### config.mk
export PLATFORM = sky130hd
export DESIGN_NAME = utf8_stream_sanitizer
export DESIGN_NICKNAME = d
export VERILOG_FILES = /design/src/hdl/utf8s_pkg.sv /design/src/hdl/utf8s_expand.sv /design/src/hdl/utf8_stream_sanitizer.sv
export SDC_FILE = /design/constraint.sdc
export NUM_CORES = 1
export LEC_CHECK = 0
export ABC_AREA = 0
export BUFFER_PORTS_ARGS = -buffer_cell sky130_fd_sc_hd__buf_2
export CAP_MARGIN = 20
export CORE_MARGIN = 2
export CORE_UTILIZATION = 60
export CTS_CLUSTER_DIAMETER = 200
export DETAILED_ROUTE_END_ITERATION = 10
export GPL_ROUTABILITY_DRIVEN = 0
export GPL_TIMING_DRIVEN = 0
export PLACE_DENSITY = 0.78
export RECOVER_POWER = 25
export SYNTH_ARGS = -nofsm -noshare
export SYNTH_HDL_FRONTEND = slang
export SYNTH_SLANG_ARGS = --single-unit
export TNS_END_PERCENT = 10
### constraint.sdc
create_clock -name clk -period 5.6 [get_ports clk]
set_clock_uncertainty 0.1 [all_clocks]
set_input_delay 1.12 -clock clk [delete_from_list [all_inputs] [get_ports clk]]
set_output_delay 1.12 -clock clk [all_outputs]
set_load 0.01 [all_outputs]
### src/hdl/utf8s_pkg.sv
// Shared types, byte constants and the expansion-length function of the
// UTF-8 stream sanitiser. No dependencies.
package utf8s_pkg;

	localparam int NumSlots = 4;
	localparam int SlotIdxW = $clog2(NumSlots);

	typedef enum logic [1:0] {
		SK_NONE,
		SK_RAW,
		SK_LATIN,
		SK_FRESH
	} slot_kind_t;

	typedef struct packed {
		slot_kind_t  kind;
		logic [7:0]  data;
	} slot_t;

	localparam logic [7:0] ByteTab     = 8'd9;
	localparam logic [7:0] ByteLf      = 8'd10;
	localparam logic [7:0] ByteCr      = 8'd13;
	localparam logic [7:0] ByteSpace   = 8'd32;
	localparam logic [7:0] ByteDel     = 8'd127;
	localparam logic [7:0] ByteEuroIn  = 8'd128;
	localparam logic [7:0] ByteNel     = 8'd133;
	localparam logic [7:0] ByteNbsp    = 8'd160;
	localparam logic [7:0] ByteContLo  = 8'd128;
	localparam logic [7:0] ByteContEnd = 8'd192;
	localparam logic [7:0] ByteC2      = 8'd194;
	localparam logic [7:0] ByteC3      = 8'd195;
	localparam logic [7:0] Byte3Lead   = 8'd224;
	localparam logic [7:0] Byte4Lead   = 8'd240;
	localparam logic [7:0] ByteBadLead = 8'd245;
	localparam logic [7:0] EuroB0      = 8'd226;
	localparam logic [7:0] EuroB1      = 8'd130;
	localparam logic [7:0] EuroB2      = 8'd172;
	localparam logic [7:0] Latin1Off   = 8'd64;

	// Number of bytes a slot expands to (0..3).
	function automatic logic [1:0] slot_len(slot_t s, logic last);
		logic [7:0] c;
		logic [1:0] len;
		c   = s.data;
		len = 2'd0;
		unique case (s.kind)
			SK_NONE:  len = 2'd0;
			SK_RAW:   len = 2'd1;
			SK_LATIN: len = 2'd2;
			SK_FRESH: begin
				if (c < ByteSpace) begin
					len = (c == ByteTab || c == ByteLf || c == ByteCr) ? 2'd1 : 2'd0;
				end else if (c < ByteDel) begin
					len = 2'd1;
				end else if (c < ByteNbsp) begin
					len = (c == ByteEuroIn) ? 2'd3 : ((c == ByteNel) ? 2'd2 : 2'd0);
				end else if (c < ByteC2) begin
					len = 2'd2;
				end else if (c < ByteBadLead) begin
					len = last ? 2'd2 : 2'd0;
				end else begin
					len = 2'd2;
				end
			end
			default: len = 2'd0;
		endcase
		return len;
	endfunction

endpackage

### src/hdl/utf8s_expand.sv
// Shared byte generator: gives byte number pos of one slot's expansion.
// Depends on utf8s_pkg.
module utf8s_expand import utf8s_pkg::*; (
	input  slot_t       slot,
	input  logic [1:0]  pos,
	input  logic        last,
	output logic [1:0]  len,
	output logic [7:0]  data
);

	logic [7:0] c;

	assign c   = slot.data;
	assign len = slot_len(slot, last);

	always_comb begin
		data = c;
		unique case (slot.kind)
			SK_NONE:  data = c;
			SK_RAW:   data = c;
			SK_LATIN: data = (pos == 2'd0) ? ByteC3 : c - Latin1Off;
			SK_FRESH: begin
				if (c < ByteDel) begin
					data = c;
				end else if (c == ByteEuroIn) begin
					data = (pos == 2'd0) ? EuroB0 : ((pos == 2'd1) ? EuroB1 : EuroB2);
				end else if (c == ByteNel) begin
					data = (pos == 2'd0) ? ByteLf : ByteCr;
				end else if (c >= ByteNbsp && c < ByteContEnd) begin
					data = (pos == 2'd0) ? ByteC2 : c;
				end else begin
					// Latin-1 recode
					data = (pos == 2'd0) ? ByteC3 : c - Latin1Off;
				end
			end
			default: data = c;
		endcase
	end

endmodule

### src/hdl/utf8_stream_sanitizer.sv
// Top level of the UTF-8 stream sanitiser: slot loader, sequencer and
// output register. Depends on utf8s_pkg and utf8s_expand.
//
//   channel | signals                                   | dir
//   in      | in_valid in_ready in_byte is_last         | sink
//   out     | out_valid out_ready out_byte byte_valid   | source
//           |   string_end run_last                     |
//
// An item is taken into up to four slots; the sequencer then walks the
// slots through the shared byte generator, one output byte per cycle while
// the output register is free or being taken, stepping over each empty slot
// ahead of a later non-empty one. in_ready is low while an item is in work.
// Reset clears the sequence state; no clearing pass.
module utf8_stream_sanitizer import utf8s_pkg::*; (
	input  logic        clk,
	input  logic        arst_n,
	input  logic        in_valid,
	output logic        in_ready,
	input  logic [7:0]  in_byte,
	input  logic        is_last,
	output logic        out_valid,
	input  logic        out_ready,
	output logic [7:0]  out_byte,
	output logic        byte_valid,
	output logic        string_end,
	output logic        run_last
);

	typedef enum logic [1:0] {
		ST_IDLE,
		ST_RUN,
		ST_MARK
	} state_t;

	state_t                state_q;
	slot_t                 slots_q [NumSlots];
	logic [SlotIdxW-1:0]   slot_idx_q;
	logic [1:0]            pos_q;
	logic                  last_q;
	logic [7:0]            lead_q;
	logic [1:0]            need_q;
	logic [1:0]            held_q;
	logic [7:0]            buf_q [2];

	logic                  out_valid_q;
	logic [7:0]            out_byte_q;
	logic                  byte_valid_q;
	logic                  string_end_q;
	logic                  run_last_q;

	slot_t                 nslots [NumSlots];
	logic [7:0]            n_lead;
	logic [1:0]            n_need;
	logic [1:0]            n_held;
	logic                  buf_we;
	logic                  is_cont;
	logic                  is_lead;
	logic [1:0]            lead_class;
	logic                  completes;

	logic [1:0]            lens [NumSlots];
	logic                  later_nz;
	logic                  rest_nz;
	logic [1:0]            cur_len;
	logic [7:0]            cur_byte;
	logic                  out_free;
	logic                  out_load;
	logic                  in_acc;
	logic                  pos_end;

	assign in_ready   = (state_q == ST_IDLE);
	assign in_acc     = in_valid && in_ready;
	assign out_valid  = out_valid_q;
	assign out_byte   = out_byte_q;
	assign byte_valid = byte_valid_q;
	assign string_end = string_end_q;
	assign run_last   = run_last_q;
	assign out_free   = !out_valid_q || out_ready;

	// a new output item goes into the register this cycle
	assign out_load = out_free && ((state_q == ST_RUN && rest_nz && cur_len != 2'd0) ||
		state_q == ST_MARK);

	// Decode the incoming item into slots and the next sequence state
	always_comb begin
		for (int k = 0; k < NumSlots; k++) begin
			nslots[k] = '{kind: SK_NONE, data: 8'd0};
		end
		is_cont    = (in_byte >= ByteContLo) && (in_byte < ByteContEnd);
		is_lead    = (in_byte >= ByteC2) && (in_byte < ByteBadLead);
		lead_class = (in_byte < Byte3Lead) ? 2'd1 : ((in_byte < Byte4Lead) ? 2'd2 : 2'd3);
		completes  = ({1'b0, held_q} + 3'd1) >= {1'b0, need_q};
		n_lead     = lead_q;
		n_need     = need_q;
		n_held     = held_q;
		buf_we     = 1'b0;
		if (need_q == 2'd0) begin
			nslots[0] = '{kind: SK_FRESH, data: in_byte};
			if (is_lead && !is_last) begin
				n_lead = in_byte;
				n_need = lead_class;
				n_held = 2'd0;
			end
		end else if (is_cont && completes) begin
			n_need = 2'd0;
			n_held = 2'd0;
			// C2 followed by a C1 control: whole pair dropped
			if (!(lead_q == ByteC2 && need_q == 2'd1 && in_byte < ByteNbsp)) begin
				nslots[0] = '{kind: SK_RAW, data: lead_q};
				if (held_q >= 2'd1) nslots[1] = '{kind: SK_RAW, data: buf_q[0]};
				if (held_q >= 2'd2) nslots[2] = '{kind: SK_RAW, data: buf_q[1]};
				nslots[3] = '{kind: SK_RAW, data: in_byte};
			end
		end else if (is_cont && !is_last) begin
			buf_we = 1'b1;
			n_held = held_q + 2'd1;
		end else begin
			// broken or cut sequence: recode lead, replay held bytes singly
			n_need    = 2'd0;
			n_held    = 2'd0;
			nslots[0] = '{kind: SK_LATIN, data: lead_q};
			if (held_q >= 2'd1) nslots[1] = '{kind: SK_FRESH, data: buf_q[0]};
			if (held_q >= 2'd2) nslots[2] = '{kind: SK_FRESH, data: buf_q[1]};
			nslots[3] = '{kind: SK_FRESH, data: in_byte};
			if (!is_cont && is_lead && !is_last) begin
				n_lead = in_byte;
				n_need = lead_class;
				n_held = 2'd0;
			end
		end
	end

	// Look ahead over the slots to find the final byte of the item
	always_comb begin
		later_nz = 1'b0;
		rest_nz  = 1'b0;
		for (int k = 0; k < NumSlots; k++) begin
			lens[k] = slot_len(slots_q[k], last_q);
			if (SlotIdxW'(k) > slot_idx_q && lens[k] != 2'd0) later_nz = 1'b1;
			if (SlotIdxW'(k) >= slot_idx_q && lens[k] != 2'd0) rest_nz = 1'b1;
		end
	end

	utf8s_expand u_expand (
		.slot (slots_q[slot_idx_q]),
		.pos  (pos_q),
		.last (last_q),
		.len  (cur_len),
		.data (cur_byte)
	);

	assign pos_end = (pos_q == cur_len - 2'd1);

	always_ff @(posedge clk) begin
		if (in_acc) begin
			for (int k = 0; k < NumSlots; k++) begin
				slots_q[k] <= nslots[k];
			end
			if (buf_we) begin
				buf_q[held_q[0]] <= in_byte;
			end
		end
	end

	always_ff @(posedge clk or negedge arst_n) begin
		if (!arst_n) begin
			state_q      <= ST_IDLE;
			slot_idx_q   <= '0;
			pos_q        <= 2'd0;
			last_q       <= 1'b0;
			lead_q       <= 8'd0;
			need_q       <= 2'd0;
			held_q       <= 2'd0;
			out_valid_q  <= 1'b0;
			out_byte_q   <= 8'd0;
			byte_valid_q <= 1'b0;
			string_end_q <= 1'b0;
			run_last_q   <= 1'b0;
		end else begin
			if (out_load) begin
				out_valid_q <= 1'b1;
			end else if (out_ready) begin
				out_valid_q <= 1'b0;
			end
			unique case (state_q)
				ST_IDLE: begin
					if (in_acc) begin
						state_q    <= ST_RUN;
						slot_idx_q <= '0;
						pos_q      <= 2'd0;
						last_q     <= is_last;
						lead_q     <= n_lead;
						need_q     <= n_need;
						held_q     <= n_held;
					end
				end
				ST_RUN: begin
					if (!rest_nz) begin
						state_q <= last_q ? ST_MARK : ST_IDLE;
					end else if (cur_len == 2'd0) begin
						slot_idx_q <= slot_idx_q + 1'b1;
						pos_q      <= 2'd0;
					end else if (out_free) begin
						out_byte_q   <= cur_byte;
						byte_valid_q <= 1'b1;
						run_last_q   <= pos_end && !later_nz;
						string_end_q <= pos_end && !later_nz && last_q;
						if (pos_end) begin
							pos_q <= 2'd0;
							if (!later_nz) begin
								state_q <= ST_IDLE;
							end else begin
								slot_idx_q <= slot_idx_q + 1'b1;
							end
						end else begin
							pos_q <= pos_q + 2'd1;
						end
					end
				end
				ST_MARK: begin
					// empty end-of-string marker
					if (out_free) begin
						out_byte_q   <= 8'd0;
						byte_valid_q <= 1'b0;
						run_last_q   <= 1'b1;
						string_end_q <= 1'b1;
						state_q      <= ST_IDLE;
					end
				end
				default: state_q <= ST_IDLE;
			endcase
		end
	end

endmodule

==> flow_metrics.tcl <==
set metrics [dict create \
    status "finished, violations left" \
    failed_checks "max-capacitance violations, max-slew violations" \
    route.final.wire_length_mm 10.9 \
    min_period_over_period_pct 81.0 \
    grt_max_degree 32 \
    startpoint_type "register" \
    synth_cells 437 \
    hold_class "reg -> reg" \
    num_io_pins 26 \
    highest_layer "met4" \
    grt.total_usage_pct 26.1 \
    cts_setup_buffers 0 \
    cts_tree "done" \
    synth_common_cells "edfxtp_1 (56), dfrtp_1 (31), nand2_1 (29)" \
    dp.final_hpwl_mm 8.10 \
    setup_violations 0 \
    grt_pass1_vias 3672 \
    slowest_stage "mux4_1" \
    worstSetupEndpointType "register" \
    finalMaxSlewViolations 32 \
    pwr_density_cell_nw_per_um2 483 \
    syn-cell-area_sq_um 4950 \
    synth_flop_cell "edfxtp_1" \
    worstSkewPairLatency_ns 0.36 \
    core-area_sq_um 8090 \
    vias_per_cell 6.45 \
    cp.arrival_ns 4.68 \
    vias 3782 \
    die_y_microns 94.9 \
    yosys-top-cells-area "edfxtp_1 (34%), dfrtp_1 (16%), mux4_1 (4.8%)" \
    post_drt_wl_per_cell_microns 18.6 \
    worstPathMaxFanout 10 \
    cp_top_family "multiplexers" \
    min_period_ns 4.54 \
    ctsHoldBuffers 0 \
    grt_pass1_wl_mm 17.8 \
    port_buffers 25 \
    ys_seq_area_share_pct 49.6 \
    r2r_cells 13 \
    die_area_sq_um 9000 \
    cts.path.max_buffers 2 \
    synth.distinct_cells 68 \
    synth_fp_nets 469 \
    fin_tns_setup_ns 0 \
    min_path_cells 2 \
    num_rows 33 \
    synth_warnings 0 \
    critPathKind "reg -> reg" \
    cp_slowest_stage_delay_ns 0.70 \
    synth.most_common_cell "edfxtp_1" \
    drtIter0Drc 347 \
    p_leak_nw 2.07 \
    cts_buffers 9 \
    synth_top_cell_by_area "edfxtp_1" \
    peakVddDrop_mv 0.211 \
    crit_top_cell "nand2_1" \
    dr_wl_met2_mm 5.54 \
    htreeDepth 3 \
    avgSynthCellArea_sq_um 11.3 \
    ant_nets 0 \
    nFillCells 606 \
    worst_ep_required_time_ns 5.74 \
    fmax_ghz 0.220 \
    cp.depth 13 \
    wl_met3_microns 525 \
    drv_cap 1 \
    antenna_found_initial 0 \
    syn_to_final_growth_pct 9.97 \
    tightest_slew_ns 1.66 \
    hold_viol 0 \
    diodes 0 \
    timing.critical_path.buf_inv 1 \
    cts_resized 0 \
    clk_pin_slew_ns 0.08 \
    drc 0 \
    die_w_microns 94.9 \
    clockRootBuffer "clkbuf_8" \
    start_util_pct 61.2 \
    cts_sinks 87 \
    synthArstFlopShare_pct 35.6 \
    drt_first_pass_iters 7 \
    wl_met1_mm 4.42 \
    rsz0062_at_grt "no" \
    whs_ns 0.381 \
    yosysTopAreaCellShare_pct 33.9 \
    synth-seq-cells 87 \
    relSlewSlack_pct -10.6 \
    crit_chain "buf_6 > mux4_1 > nor4_1 > nand2_1 > a21oi_1 > a211oi_1 > o41a_1 > ha_1 > xor2_1 > nand2_1 > mux2i_1 > o311a_4 > mux2_4" \
    synth_edf_count 56 \
    drive_gt1_share_pct 11.6 \
    fin_nets 508 \
    grt-ovfl-total 0 \
]
per-layer routing:
metal  up-vias  global-route usage [%]
met5         -                       0
met4         0                    13.3
met3        44                    4.31
met2       166                    46.4
met1      1817                    30.5
li1       1755                       -
cell families after synthesis:
logic type | count (synthesis) | synth area share, %
buf+inv | 27 | 2.22
compound gates | 108 | 15.6
simple gates | 169 | 18.8
fa+ha+maj | 19 | 4.95
flops | 87 | 49.6
xor+xnor | 4 | 0.707
mux | 23 | 8.16
metrics by stage:
stage / setup WS [ns] / instances / power, mW / cell area (sq um) / utilization, %
after floorplan: 1.59 / 437 / 1.84 / 4950 / -
after global placement: 1.14 / 567 / 2.11 / 5210 / 64.4
after detailed placement: 1.11 / 570 / 2.15 / 5250 / 64.8
after CTS: 1.09 / 586 / 2.63 / 5460 / 67.5
after global routing: 0.758 / 586 / 2.80 / 5450 / 67.3
final: 1.06 / 586 / 2.63 / 5450 / 67.3
registers in the layout, summed over array words and instances (netlist names):
| signal | flops |
|---|---|
| out_byte | 8 |
| out_valid | 1 |
| run_last | 1 |
| last_q | 1 |
| slot_idx_q | 2 |
| string_end | 1 |
| held_q | 2 |
| buf_q | 16 |
| byte_valid | 1 |
| need_q | 2 |
| slots_q | 40 |
| state_q | 2 |
| pos_q | 2 |
| lead_q | 8 |
worst register-to-register path: stages, from the launching register on:
cell and delay [ns]:
dfrtp_1 0.55, buf_6 0.21, mux4_1 0.70, nor4_1 0.55
nand2_1 0.17, a21oi_1 0.26, a211oi_1 0.10, o41a_1 0.43
ha_1 0.30, xor2_1 0.19, nand2_1 0.07, mux2i_1 0.29
o311a_4 0.22, mux2_4 0.29
cell usage in the layout (no fill, tap or decap), types with 6 or more instances in the layout:
cell	count
clkbuf_8	9
a22o_1	10
and2_1	25
ha_1	18
mux4_1	9
nor2_1	24
nand2b_1	6
nor2b_1	19
inv_1	15
nand3_1	18
clkbuf_1	19
o21ai_0	26
nand2_1	29
buf_2	17
nor3_1	13
o21a_1	7
mux2_2	8
dfrtp_1	31
a21oi_1	15
edfxtp_1	56
area by class of cell:
class,count,area (sq um),area share [%]
Clock buffer,11,131,2.41
Clock inverter,5,82.6,1.52
Sequential cell,87,2460,45.1
Inverter,16,60.1,1.10
Multi-Input combinational cell,323,2390,43.8
Timing Repair Buffer,28,149,2.73
Buffer,11,50.0,0.918
Tap cell,105,131,2.41
where the power goes:
part	total, mW	internal [mW]	switching, mW
logic	1.18	0.517	0.661
registers	0.981	0.843	0.138
clock network	0.472	0.253	0.220
total	2.63	1.61	1.02
worst paths after layout:
kind                               start            end  slack, ns
max                        slot_idx_q[0]  slot_idx_q[0]       1.06
min                           byte_valid     byte_valid       0.38
max reg2reg                slot_idx_q[0]  slot_idx_q[0]       1.06
min reg2reg                   byte_valid     byte_valid       0.38
max in group asynchronous         arst_n      lead_q[3]       3.35
min in group asynchronous         arst_n    out_byte[0]       1.07
(Power assumes the default switching activity.)
